==> config.mk <==
export PLATFORM = sky130hd
export DESIGN_NAME = motor_rail_fault_latch_unit
export DESIGN_NICKNAME = d
export VERILOG_FILES = /design/src/design/mrfl_pkg.sv /design/src/design/motor_rail_fault_latch_unit.sv
export VERILOG_INCLUDE_DIRS = /design/src /design/src/design
export SDC_FILE = /design/constraint.sdc
export NUM_CORES = 1
export LEC_CHECK = 0
export ABC_AREA = 0
export BUFFER_PORTS_ARGS = -buffer_cell sky130_fd_sc_hd__buf_2
export CORE_MARGIN = 2
export CORE_UTILIZATION = 51
export CTS_BUF_LIST = sky130_fd_sc_hd__clkbuf_2
export DETAILED_ROUTE_END_ITERATION = 6
export GPL_ROUTABILITY_DRIVEN = 0
export PLACE_DENSITY = 0.69
export SETUP_SLACK_MARGIN = 0.2
export SLEW_MARGIN = 0
export SYNTH_ARGS = -nofsm -noshare
export SYNTH_HDL_FRONTEND = slang
export SYNTH_SLANG_ARGS = --single-unit
==> constraint.sdc <==
create_clock -name clk -period 7 [get_ports clk]
set_clock_uncertainty 0.15 [all_clocks]
set_input_delay 0.35 -clock clk [delete_from_list [all_inputs] [get_ports clk]]
set_output_delay 0.35 -clock clk [all_outputs]
set_load 0.005 [all_outputs]
==> src/design/motor_rail_fault_latch_unit_assert.svh <==
// assertion macros for the motor rail fault latch unit
`ifndef MOTOR_RAIL_FAULT_LATCH_UNIT_ASSERT_SVH
`define MOTOR_RAIL_FAULT_LATCH_UNIT_ASSERT_SVH

// consequent must hold in the same cycle as the antecedent
`define MRFL_ASSERT_NOW(lbl, ante, cons, msg) \
  lbl: assert property (@(posedge clk) disable iff (rst) (ante) |-> (cons)) \
    else $error(msg);

// consequent must hold in the cycle after the antecedent
`define MRFL_ASSERT_NEXT(lbl, ante, cons, msg) \
  lbl: assert property (@(posedge clk) disable iff (rst) (ante) |=> (cons)) \
    else $error(msg);

`endif

==> src/design/mrfl_pkg.sv <==
// types and constants for the motor rail fault latch unit
package mrfl_pkg;

  // configuration register indexes
  typedef enum logic [0:0] {
    CFG_SETTLE_WINDOW  = 1'b0,
    CFG_FAULT_DEBOUNCE = 1'b1
  } cfg_reg_t;

  // trip cause codes
  localparam logic [1:0] CAUSE_NONE  = 2'd0;
  localparam logic [1:0] CAUSE_ESTOP = 2'd1;
  localparam logic [1:0] CAUSE_PGOOD = 2'd2;

  // register reset values
  localparam logic [15:0] SETTLE_WINDOW_RESET  = 16'd182;
  localparam logic [15:0] FAULT_DEBOUNCE_RESET = 16'd50;

  typedef struct packed {
    logic        estop_active;
    logic        motor_power_good;
    logic        system_powered;
    logic        motor_enabled_now;
    logic [31:0] time_ms;
    logic        operator_clear;
  } item_t;

  typedef struct packed {
    logic       motor_off_cmd;
    logic       motor_on_cmd;
    logic       fan_full_cmd;
    logic [1:0] trip_cause;
    logic       trip_latched;
  } result_t;

endpackage

==> src/design/motor_rail_fault_latch_unit.sv <==
// motor rail fault latch: trip latch, settle window and power-good debounce
// result beats are registered on the output register; throughput: one item per cycle while
// not stalled by a held result, set by the single registered update of latch and monitor state
// a new item is taken while the previous result is being taken in the same cycle
// reset (synchronous, active high) clears latch and monitor state, empties the output register
// and loads the default settle window and debounce times
module motor_rail_fault_latch_unit (
  input  logic                clk,
  input  logic                rst,
  input  logic                item_valid,
  output logic                item_ready,
  input  mrfl_pkg::item_t     item,
  output logic                result_valid,
  input  logic                result_ready,
  output mrfl_pkg::result_t   result,
  input  logic                cfg_valid,
  output logic                cfg_ready,
  input  mrfl_pkg::cfg_reg_t  cfg_index,
  input  logic [15:0]         cfg_data
);

  `include "motor_rail_fault_latch_unit_assert.svh"

  // configuration registers
  logic [15:0] settle_window_ms;
  logic [15:0] fault_debounce_ms;

  // latch and monitor state
  logic        trip_latch,        trip_latch_next;
  logic        estop_prev,        estop_prev_next;
  logic        enable_seen_prev,  enable_seen_prev_next;
  logic [31:0] enable_start_time, enable_start_time_next;
  logic [31:0] pgood_low_start,   pgood_low_start_next;
  logic        pgood_low_valid,   pgood_low_valid_next;

  logic               accept;
  logic               result_valid_next;
  mrfl_pkg::result_t  result_next;

  // step intermediates
  logic        latch_clr;
  logic        hold;
  logic        monitor_run;
  logic        mon_trip;
  logic [31:0] start_eff;
  logic [31:0] settle_elapsed;
  logic [31:0] low_start_eff;
  logic [31:0] low_elapsed;
  logic        trip;
  logic        latch_after;

  assign cfg_ready  = 1'b1;
  assign item_ready = !result_valid || result_ready;
  assign accept     = item_valid && item_ready;

  // configuration writes
  always_ff @(posedge clk) begin
    if (rst) begin
      settle_window_ms  <= mrfl_pkg::SETTLE_WINDOW_RESET;
      fault_debounce_ms <= mrfl_pkg::FAULT_DEBOUNCE_RESET;
    end else if (cfg_valid && cfg_ready) begin
      unique case (cfg_index)
        mrfl_pkg::CFG_SETTLE_WINDOW:  settle_window_ms  <= cfg_data;
        mrfl_pkg::CFG_FAULT_DEBOUNCE: fault_debounce_ms <= cfg_data;
        default: ;
      endcase
    end
  end

  // elapsed times, modular over the 32-bit timestamp
  assign start_eff      = enable_seen_prev ? enable_start_time : item.time_ms;
  assign settle_elapsed = item.time_ms - start_eff;
  assign low_start_eff  = pgood_low_valid ? pgood_low_start : item.time_ms;
  assign low_elapsed    = item.time_ms - low_start_eff;

  // step evaluation
  always_comb begin
    latch_clr   = trip_latch && !item.operator_clear;
    hold        = latch_clr && item.estop_active;
    monitor_run = !item.estop_active && item.system_powered;

    enable_seen_prev_next  = enable_seen_prev;
    enable_start_time_next = enable_start_time;
    pgood_low_start_next   = pgood_low_start;
    pgood_low_valid_next   = pgood_low_valid;
    mon_trip               = 1'b0;

    // power-good monitor, only while powered with no stop
    if (monitor_run) begin
      if (!item.motor_enabled_now) begin
        enable_seen_prev_next  = 1'b0;
        enable_start_time_next = '0;
        pgood_low_valid_next   = 1'b0;
      end else begin
        enable_seen_prev_next  = 1'b1;
        enable_start_time_next = start_eff;
        if (settle_elapsed >= {16'd0, settle_window_ms}) begin
          if (item.motor_power_good) begin
            pgood_low_valid_next = 1'b0;
          end else begin
            pgood_low_valid_next = 1'b1;
            pgood_low_start_next = low_start_eff;
            mon_trip             = low_elapsed >= {16'd0, fault_debounce_ms};
          end
        end
      end
    end

    trip        = item.estop_active || (monitor_run && mon_trip);
    latch_after = trip || latch_clr;
    // falling edge of the stop releases the latch
    if (estop_prev && !item.estop_active) begin
      latch_after = 1'b0;
    end

    result_next.motor_off_cmd = trip;
    result_next.fan_full_cmd  = trip;
    result_next.trip_cause    = item.estop_active ? mrfl_pkg::CAUSE_ESTOP :
                                (trip ? mrfl_pkg::CAUSE_PGOOD : mrfl_pkg::CAUSE_NONE);
    result_next.motor_on_cmd  = !latch_after && item.system_powered &&
                                !item.estop_active && !item.motor_enabled_now;
    result_next.trip_latched  = latch_after;
    trip_latch_next           = latch_after;
    estop_prev_next           = item.estop_active;

    // latched with no operator clear and stop still active: answer only, state held
    if (hold) begin
      result_next.motor_off_cmd = item.motor_enabled_now;
      result_next.fan_full_cmd  = 1'b0;
      result_next.trip_cause    = mrfl_pkg::CAUSE_NONE;
      result_next.motor_on_cmd  = 1'b0;
      result_next.trip_latched  = 1'b1;
      trip_latch_next           = 1'b1;
      estop_prev_next           = estop_prev;
      enable_seen_prev_next     = enable_seen_prev;
      enable_start_time_next    = enable_start_time;
      pgood_low_start_next      = pgood_low_start;
      pgood_low_valid_next      = pgood_low_valid;
    end
  end

  // output register occupancy
  always_comb begin
    if (accept) begin
      result_valid_next = 1'b1;
    end else if (result_ready) begin
      result_valid_next = 1'b0;
    end else begin
      result_valid_next = result_valid;
    end
  end

  // control state
  always_ff @(posedge clk) begin
    if (rst) begin
      trip_latch        <= 1'b0;
      estop_prev        <= 1'b0;
      enable_seen_prev  <= 1'b0;
      enable_start_time <= '0;
      pgood_low_start   <= '0;
      pgood_low_valid   <= 1'b0;
      result_valid      <= 1'b0;
    end else begin
      result_valid <= result_valid_next;
      if (accept) begin
        trip_latch        <= trip_latch_next;
        estop_prev        <= estop_prev_next;
        enable_seen_prev  <= enable_seen_prev_next;
        enable_start_time <= enable_start_time_next;
        pgood_low_start   <= pgood_low_start_next;
        pgood_low_valid   <= pgood_low_valid_next;
      end
    end
  end

  // result payload
  always_ff @(posedge clk) begin
    if (accept) begin
      result <= result_next;
    end
  end

  // checks
  `MRFL_ASSERT_NOW(a_trip_drives_off, result_valid && (result.trip_cause != mrfl_pkg::CAUSE_NONE), result.motor_off_cmd && result.fan_full_cmd, "trip beat without off and fan commands")
  `MRFL_ASSERT_NOW(a_on_needs_clear, result_valid && result.motor_on_cmd, !result.trip_latched, "motor on commanded with latch set")
  `MRFL_ASSERT_NEXT(a_estop_latches, accept && item.estop_active && !hold, trip_latch && estop_prev, "stop beat did not set latch and stop history")
  `MRFL_ASSERT_NOW(a_low_needs_enable, pgood_low_valid, enable_seen_prev, "power-good low timer running without enable seen")
  `MRFL_ASSERT_NOW(a_start_cleared, !enable_seen_prev, enable_start_time == '0, "enable start time kept while disabled")

endmodule
Yosys cells after proc, flatten, opt, wreduce, memory -nomap -nowiden

Cells that the tools add are included.

Input port bits: 59
Register bits after elaboration: 107
Output and inout bits: 9
Word-level logic and storage cells: 66

Equal/unequal tests: 1
Bitwise logic cells: 3
Order comparisons: 2
Reduce and logical (&&, ||, !) cells: 25
$add $sub $neg: 2
Muxes and demuxes: 18

Operators with widths:

| cell                                                  | number |
|---|---|
| two-way mux 32 bit                                    | 3 |
| greater-or-equal comparator 32 x 16 -> 1 bit          | 2 |
| subtractor 32 bit                                     | 2 |
| two-way mux 1 bit                                     | 12 |
| logical AND 1 bit                                     | 9 |
| two-way mux 6 bit                                     | 1 |
| AND reduction 2 bit                                   | 3 |
| AND reduction 6 bit                                   | 1 |
| zero test 1 bit                                       | 5 |
| two-way mux 2 bit                                     | 2 |
| AND reduction 4 bit                                   | 1 |
| logical OR 1 bit                                      | 3 |
| inverter 1 bit                                        | 3 |
| AND reduction 3 bit                                   | 1 |
| inequality test 2 x 1 -> 1 bit, second input constant | 1 |
| nonzero test 2 bit                                    | 1 |
| OR reduction 2 bit                                    | 1 |

Logic depth before layout (Yosys ltp)

Gate-level depths: netlist of the first run.

Depth in word-level cells: 16
Gate-level depth with buffers: 26
Mapped depth without buffers: 22

Least setup slack after synthesis of the first run

Ideal clock, no wire load.

Path type: flip-flop to flip-flop
From: reg enable_seen_prev
To: reg result[5] (netlist name) (data pin)
Clock period less this slack: 5,460 ps
Path buffers: 3
Data arrival time: 5,047 ps
Stages on the path, launching flop included: 25
Setup slack: 1,540 ps
Required time: 6,587 ps
Cells stage by stage: dfxtp_1 > clkbuf_1 > buf_1 > mux2i_1 > ha_1 > a21o_1 > a21oi_1 > nand2_1 > a21o_1 > a21o_1 > a21oi_1 > o21bai_1 > xor2_1 > ha_1 > a21oi_1 > o21a_1 > a2bb2oi_1 > nand4_1 > nor4_1 > nand4_1 > or3_1 > or4_1 > buf_2 > nand4_1 > o21ai_0

RTL lines:

| element                  | line                               | RTL |
|---|---|---|
| start: declaration       | motor_rail_fault_latch_unit.sv:31  | `logic enable_seen_prev, enable_seen_prev_next;` |
| start signal: assignment | motor_rail_fault_latch_unit.sv:168 | `enable_seen_prev <= enable_seen_prev_next;` |
| end signal: assignment   | motor_rail_fault_latch_unit.sv:179 | `result <= result_next;` |
| end: declaration         | motor_rail_fault_latch_unit.sv:15  | `output mrfl_pkg::result_t result,` |

Worst setup path in the final report of the first run

From: reg enable_seen_prev
To: reg pgood_low_start[31]

Longest elaborated chain between the ends: 4

RTL lines:

| element                                      | line                               | RTL |
|---|---|---|
| two-way mux 32 bit                           | motor_rail_fault_latch_unit.sv:71  | `assign start_eff = enable_seen_prev ? enable_start_time : item.time_ms;` |
| subtractor 32 bit                            | motor_rail_fault_latch_unit.sv:72  | `assign settle_elapsed = item.time_ms - start_eff;` |
| greater-or-equal comparator 32 x 16 -> 1 bit | motor_rail_fault_latch_unit.sv:97  | `if (settle_elapsed >= {16'd0, settle_window_ms}) begin` |
| AND reduction 6 bit (no line)                | --                                 |  |
| end signal: assignment                       | motor_rail_fault_latch_unit.sv:170 | `pgood_low_start <= pgood_low_start_next;` |
| end: declaration                             | motor_rail_fault_latch_unit.sv:33  | `logic [31:0] pgood_low_start, pgood_low_start_next;` |

Every way passes these cells.
A chain may end at the register's enable or synchronous reset.

==> results of run 1 <==
cell families after synthesis:
kind of cell    after synthesis  share of synthesized area, %
flops                       107                         22.95
buf+inv                     133                         5.503
simple gates                415                         20.58
mux                          71                         7.406
xor+xnor                     39                         3.560
other cells                   1                       0.03908
compound gates              397                         27.03
fa+ha+maj                    98                         12.94
timing repair:
| item | CTS | global route |
|---|---|---|
| setup endpoints to repair | 0 | 1 |
| gates resized for setup | 0 | 1 |
| buffers inserted | 0 | 0 |
| hold buffers | 58 | 0 |
| hold endpoints to repair | 70 | 0 |
sequential cells by signal, summed over array words and instances (netlist names):
register / flops
trip_latch: 1
enable_start_time: 32
result: 6
enable_seen_prev: 1
result_valid: 1
estop_prev: 1
pgood_low_start: 32
settle_window_ms: 16
fault_debounce_ms: 16
pgood_low_valid: 1
cell type report:
type | instances | area share [%]
multi-input cells | 1021 | 64.38
flip-flops and latches | 107 | 20.63
repair buffers | 133 | 9.181
well taps | 234 | 2.740
inverters | 51 | 1.792
clock inverters | 7 | 0.8315
clock buffers | 9 | 0.4216
diodes | 1 | 0.02342
worst max-delay path, cell delays in order (launching register included):
cell           delay, ns
dfxtp_2             0.64
mux2i_1             0.39
ha_1                0.29
nor2b_1             0.14
o2111ai_1           0.36
nand2_1             0.15
a21o_1              0.20
a21o_1              0.20
a21oi_1             0.15
o21bai_1            0.09
xor2_1              0.15
ha_1                0.29
a21oi_1             0.16
o21a_1              0.17
a2bb2oi_1           0.16
nand4_1             0.10
nor4_1              0.35
nand4_1             0.15
or3_1               0.38
or4_4               0.58
nand3_1             0.16
o41ai_1             0.08
dlygate4sd3_1       0.60
cells in the mapped netlist, types with 4 or more instances:
library cell | count | area, um2
ha_1 | 96 | 1201
mux2i_1 | 71 | 710.7
or3_1 | 9 | 56.30
and3_1 | 5 | 31.28
buf_1 | 5 | 18.77
xnor2_1 | 23 | 201.4
a21o_1 | 21 | 157.7
clkbuf_1 | 71 | 266.5
or2_1 | 4 | 25.02
nand4_1 | 23 | 143.9
nand3_1 | 20 | 100.1
nand3b_1 | 7 | 52.55
o221ai_1 | 5 | 43.79
o21bai_1 | 10 | 75.07
nand2_1 | 146 | 548.0
and4_1 | 5 | 43.79
a21oi_1 | 147 | 735.7
nand2b_1 | 10 | 62.56
o21a_1 | 10 | 75.07
a211o_1 | 8 | 70.07
a211oi_1 | 9 | 67.56
xor2_1 | 16 | 140.1
o2111ai_1 | 6 | 52.55
edfxtp_1 | 6 | 180.2
o21ai_0 | 49 | 245.2
a221oi_1 | 4 | 35.03
o41ai_1 | 4 | 35.03
nor2b_1 | 11 | 68.82
a2111oi_0 | 6 | 52.55
nor3_1 | 44 | 220.2
and2_1 | 7 | 43.79
nor4_1 | 8 | 50.05
inv_1 | 51 | 191.4
a311oi_1 | 30 | 262.8
a31oi_1 | 37 | 231.5
o211ai_1 | 15 | 112.6
dfxtp_1 | 101 | 2022
nor2_1 | 96 | 360.4
or4_1 | 6 | 45.04
placed cells by master (no fill, tap or decap), drive strengths merged, types with 44 or more instances in the layout:
cell and instances:
mux2i 71, buf 75, nand2 146, dlygate4sd3 58
nor2 96, ha 96, o21ai 50, nor3 44
a21oi 147, dfxtp 101, inv 55
final timing paths:
path / from / endpoint / cells after the start
hold reg to reg: enable_start_time[0] / enable_start_time[0] / 2
setup / recovery: enable_seen_prev / pgood_low_start[31] / 22
setup reg to reg: enable_seen_prev / pgood_low_start[31] / 22
hold / removal: item[1] / enable_start_time[0] / 5
through the flow:
step | hold WS [ns] | instances | util, % | worst slack [ns] | total power [W]
2_1_floorplan | 0.2819 | 1261 | - | 1.540 | 0.001165
3_3_place_gp | 0.2886 | 1488 | 53.62 | 0.9423 | 0.001341
3_5_place_dp | 0.2939 | 1488 | 53.62 | 0.8990 | 0.001346
4_1_cts | 0.001830 | 1562 | 57.47 | 0.5867 | 0.001708
5_1_grt | 0.03937 | 1563 | 57.50 | 0.4155 | 0.001832
6_report | 0.04969 | 1563 | 57.50 | 0.8320 | 0.001715
per-layer routing:
metal / GRT usage [%] / part of all wire, % / vias up
met5: 0 / 0 / -
met4: 12.32 / 3.8 / 0
met3: 3.770 / 7.0 / 71
met2: 42.85 / 43 / 385
met1: 41.45 / 46 / 4650
li1: - / - / 4828
power by group:
| group | internal [W] | switching, W |
|---|---|---|
| registers | 0.000639 | 0.0000110 |
| clock network | 0.0000926 | 0.000242 |
| logic | 0.000287 | 0.000444 |
==> summary.txt, run 1 <==
Clocking
  • CTS HTree Levels: 3
  • CTS sink cnt: between 100 and 150
  • CTS max path bufs: 2
  • Clock Root Buffer: clkbuf_2
  • Total CTS buffers: 9
  • CTS tree: yes
  • Clock slew seen by the registers of the worst setup and hold paths: 0.33 ns
  • Clk_lat worst skew: 0.69 ns

Global routing
  • Initial antenna violation count: 1
  • First-pass GRT wire length: between 40000 and 50000 um
  • Vias in the first global route: 9029
  • Total track usage: 28.71%
  • GRT overflow: 0
  • Pin count of the biggest net entering global routing: around 100

Synth
  • Post-synth ARST share: 0%
  • Yosys warning total: 0
  • Post-synthesis net count: 1418
  • Syn_area_per_cell: 7.609 um2
  • Synthesized area: between 9000 and 10000 um2
  • Number of synthesized flops with an enable pin: 6
  • Yosys reg bits: approximately 110
  • Register area share after synthesis: 22.95%
  • Mapped Cells: about 1300
  • Main synth FF type: dfxtp_1
  • Synth unique cells: 77

Die
  • Starting density of the core: 51.64%
  • Placeable core area: 18580 um2
  • Die footprint: 19930 um2
  • Die Height: roughly 140 um
  • Placement Rows: 50
  • I/O pin count: 68
  • Chip width: 141.2 um

Timing
  • Setup tns final: 0 ns
  • Worst Max-Slew Pin Slew: 1.104 ns
  • Max Freq: ~160 MHz
  • Tcrit/Tclk final: 88.11%
  • Fin crit period: between 6 and 7 ns
  • Relative slew margins: a little over a quarter
  • Unrepaired setup endpoints after global routing: false
  • Final-report hold violation count: 0
  • Max-slew violations: 0
  • Setup Viol. Count Final: 0

Critical path
  • Startpoint Class: flip-flop
  • Worst Path Arrival: 6.61 ns
  • WS Path Type: flip-flop to flip-flop
  • WP data required: approximately 7.4 ns
  • CP Max Fanout: 17
  • Worst setup EP type: flip-flop
  • R2R Setup Slk: 0.83 ns

Drt
  • Residual DRC count: 0
  • Via count: 9934
  • Post-DR vias/cell: approximately 6.4
  • Antenna viol nets, final: 0
  • Router iterations before antenna repair: 7
  • Initial DRC Count: 945
  • Drt wl/cell: 18.42 um
  • Total Routed Length: 28790 um

Worst hold path
  • Hold crit path type: input pin to flip-flop

Power
  • Worst VDD drop: 108.4 uV
  • Leak: 4.149 nW
  • Power per cell area: 160.5 nW/um2

Layout
  • Register area: 2205 um2
  • Area Overhead vs Synth: 11.34%
  • Ratio of cells with drive above 1 in the final layout: between 8 and 9%
  • Footprint of the multi-input gates: 6878 um2
  • Layout fillers: around 1800
  • Fin nets: around 1500
  • Final instance area: between 10000 and 15000 um2

Placed design
  • HPWL after detailed placement: 21330 um
  • Port bufs: 66
  • DP Area: 9963 um2

Run status
  • Status: completed

Flow run
  • Max_cap viols: 0
(Power assumes the default switching activity.)
==> inputs of run 2 (changes only) <==
- CORE_UTILIZATION: 51 -> 25
- PLACE_DENSITY: 0.69 -> unset
- REMOVE_ABC_BUFFERS: unset -> 1
==> summary.txt, run 2 (synthesis gave the netlist of run 1 again) <==
Critical path
  • Crit Reg-Reg Startpoint: enable_seen_prev
  • R2R Setup Slk: 0.91 ns (+0.07 ns)
  • Register-to-Register Path Depth: 21 (-4.5%)
  • WP data required: 7.42 ns (-0.02 ns)
  • WS Path Type: flip-flop to flip-flop
  • Worst Path Arrival: 6.51 ns (-0.10 ns)
  • Worst setup EP type: flip-flop
  • Startpoint Class: flip-flop
  • CP Max Fanout: 18 (+1)
  • Crit Reg-Reg Endpoint: pgood_low_start[31]

Layout
  • Register area: 2207 um2 (+0.11%)
  • Largest regs: enable_start_time (32), pgood_low_start (32)
  • Ratio of cells with drive above 1 in the final layout: 8.030% (-0.10 points)
  • Commonest non-fill, non-tap cells in the layout: a21oi_1 (147), nand2_1 (145), dfxtp_1 (99), ha_1 (96), nor2_1 (94)
  • Post-Layout Cell Count: 1857 (+19%)
  • Footprint of the multi-input gates: 6878 um2 (unchanged)
  • Fin nets: 1497 (+1.1%)
  • Most common cell after layout, fill and taps aside: a21oi_1
  • Area Overhead vs Synth: 16.34%
  • Final instance area: 11160 um2 (+4.5%)
  • Layout fillers: 4058 (+130%)

Clocking
  • Clock slew seen by the registers of the worst setup and hold paths: 0.29 ns (-0.04 ns)
  • CTS tree: yes
  • Clock Root Buffer: clkbuf_2
  • CTS sink cnt: 107 (unchanged)
  • # Post-CTS Setup Buffers: 0 (unchanged)
  • CTS HTree Levels: 3 (unchanged)
  • CTS max path bufs: 2 (unchanged)
  • Clk_lat worst skew: 0.68 ns (about the same)
  • Total CTS buffers: 9 (unchanged)

Drt
  • Initial DRC Count: 745 (-21%)
  • Router iterations before antenna repair: 5 (-2)
  • Post-DR vias/cell: 5.341 (-16%)
  • Via count: 9918 (-0.16%)
  • Antenna viol nets, final: 0 (unchanged)
  • Total Routed Length: 30810 um (+7.0%)
  • Residual DRC count: 0 (unchanged)
  • Drt wl/cell: 16.59 um (-9.9%)

Global routing
  • Initial antenna violation count: 1 (unchanged)
  • Vias in the first global route: 9491 (+5.1%)
  • GRT overflow: 0 (unchanged)
  • Total track usage: 15.32% (-13 points)
  • Pin count of the biggest net entering global routing: 67 (-35%)
  • First-pass GRT wire length: 48740 um (+5.8%)

Timing
  • Final-report hold violation count: 0 (unchanged)
  • Setup tns final: 0 ns (unchanged)
  • Worst Max-Slew Pin Slew: 1.139 ns (+0.03521 ns)
  • Final setup margin: 0.9058 ns (+0.07377 ns)
  • Relative slew margins: 23.81% (-2.6 points)
  • Setup Viol. Count Final: 0 (unchanged)
  • Tcrit/Tclk final: 87.06% (-1.1 points)
  • Unrepaired setup endpoints after global routing: false
  • Fin crit period: 6.094 ns (-0.07377 ns)
  • Max Freq: 164.1 MHz (+1.2%)
  • Max-slew violations: 0 (unchanged)

Die
  • Chip width: 199.9 um (+42%)
  • Starting density of the core: 25.42% (-26 points)
  • I/O pin count: 68 (unchanged)
  • Placement Rows: 71 (+42%)
  • Placeable core area: 37760 um2 (+100%)
  • Die Height: 199.9 um (+42%)
  • Die footprint: 39960 um2 (+100%)

Power
  • Leak: 4.200 nW (+1.2%)
  • Power per cell area: 149.8 nW/um2 (-6.7%)
  • Worst VDD drop: 61.95 uV (-43%)

Worst hold path
  • Hold crit path type: input pin to flip-flop
  • Hold EP: enable_start_time[0]
  • Hold_sp: item[1]
  • Hold path depth: 5 (unchanged)

Placed design
  • Worst slack at placement: 0.8029 ns (-0.09608 ns)
  • DP Area: 10320 um2 (+3.6%)
  • HPWL after detailed placement: 23800 um (+12%)
  • Inst Count DP: 1766 (+19%)
  • Port bufs: 66 (unchanged)

Flow run
  • Max_cap viols: 0 (unchanged)

Run status
  • Status: completed
-- run 2: cell types whose count changed in the layout (fill, tap and decap cells not counted), sizes merged --
cell | before | now
bufinv | 1 | 0
dlygate4sd3 | 58 | 74
clkinv | 2 | 1
buf | 75 | 76
clkinvlp | 0 | 1
clkbuf | 9 | 10
-- run 2: metal layers --
layer | wire [um] | track usage (%) | share of wire [%]
met4 | 1384 | 7.654 | 4.5
met3 | 1199 | 1.411 | 3.9
met1 | 13180 | 18.69 | 43
met5 | 0 | 0 | 0
met2 | 15040 | 26.92 | 49
-- run 2: power by group --
group          total, W  internal [W]  switching (W)
sequential     0.000649      0.000638      0.0000115
combinational  0.000743      0.000293       0.000450
clock          0.000280     0.0000530       0.000227
total           0.00167      0.000984       0.000688
-- run 2: worst max-delay path: stages, from the launching register on --
cell and delay, ns:
dfxtp_4 0.59, o21ai_0 0.19, ha_1 0.23, inv_1 0.07, fa_1 0.24, a211oi_1 0.11, o21a_1 0.24, or4_4 0.57
nand3_1 0.13, xor2_1 0.19, ha_1 0.28, nand4_1 0.15, nor3_1 0.13, o311ai_0 0.25, o211ai_1 0.20, nor4_1 0.38
nand4_1 0.13, or3_1 0.36, or4_4 0.57, nand3_1 0.17, o41ai_1 0.08, dlygate4sd3_1 0.58
-- run 2: how the worst max path moves through the flow --
| stage | from | end | depth (start not counted) |
|---|---|---|---|
| finish | enable_seen_prev | pgood_low_start[31] | 21 |
| floorplan | enable_seen_prev | result[5] | 21 |
| global placement | enable_seen_prev | pgood_low_start[0] | 21 |
| detailed placement | enable_seen_prev | pgood_low_start[8] | 21 |
| CTS | enable_seen_prev | pgood_low_start[31] | 21 |
| global route | enable_seen_prev | pgood_low_start[31] | 22 |
-- run 2: through the flow --
step	util (%)	power, W	hold WS [ns]
floorplan	-	0.001152	0.2691
global placement	27.33	0.001344	0.2893
detailed placement	27.33	0.001357	0.2966
CTS	29.54	0.001676	0.005472
global route	29.57	0.001789	0.05035
finish	29.57	0.001672	0.07476
-- run 2: area by class of cell --
cell class / count / share of cell area [%]
antenna: 1 / 0.02242
multi-input combinational: 1021 / 61.61
timing repair buffer: 150 / 10.29
clock inverter: 6 / 0.4147
sequential: 107 / 19.77
inverter: 51 / 1.715
tap: 511 / 5.727
clock buffer: 10 / 0.4483
-- run 2: repair_timing --
action / CTS / global route
gates resized for setup: 0 / 2
endpoints found under the setup margin: 0 / 1
hold buffers: 74 / 0
endpoints found under the hold margin: 77 / 0
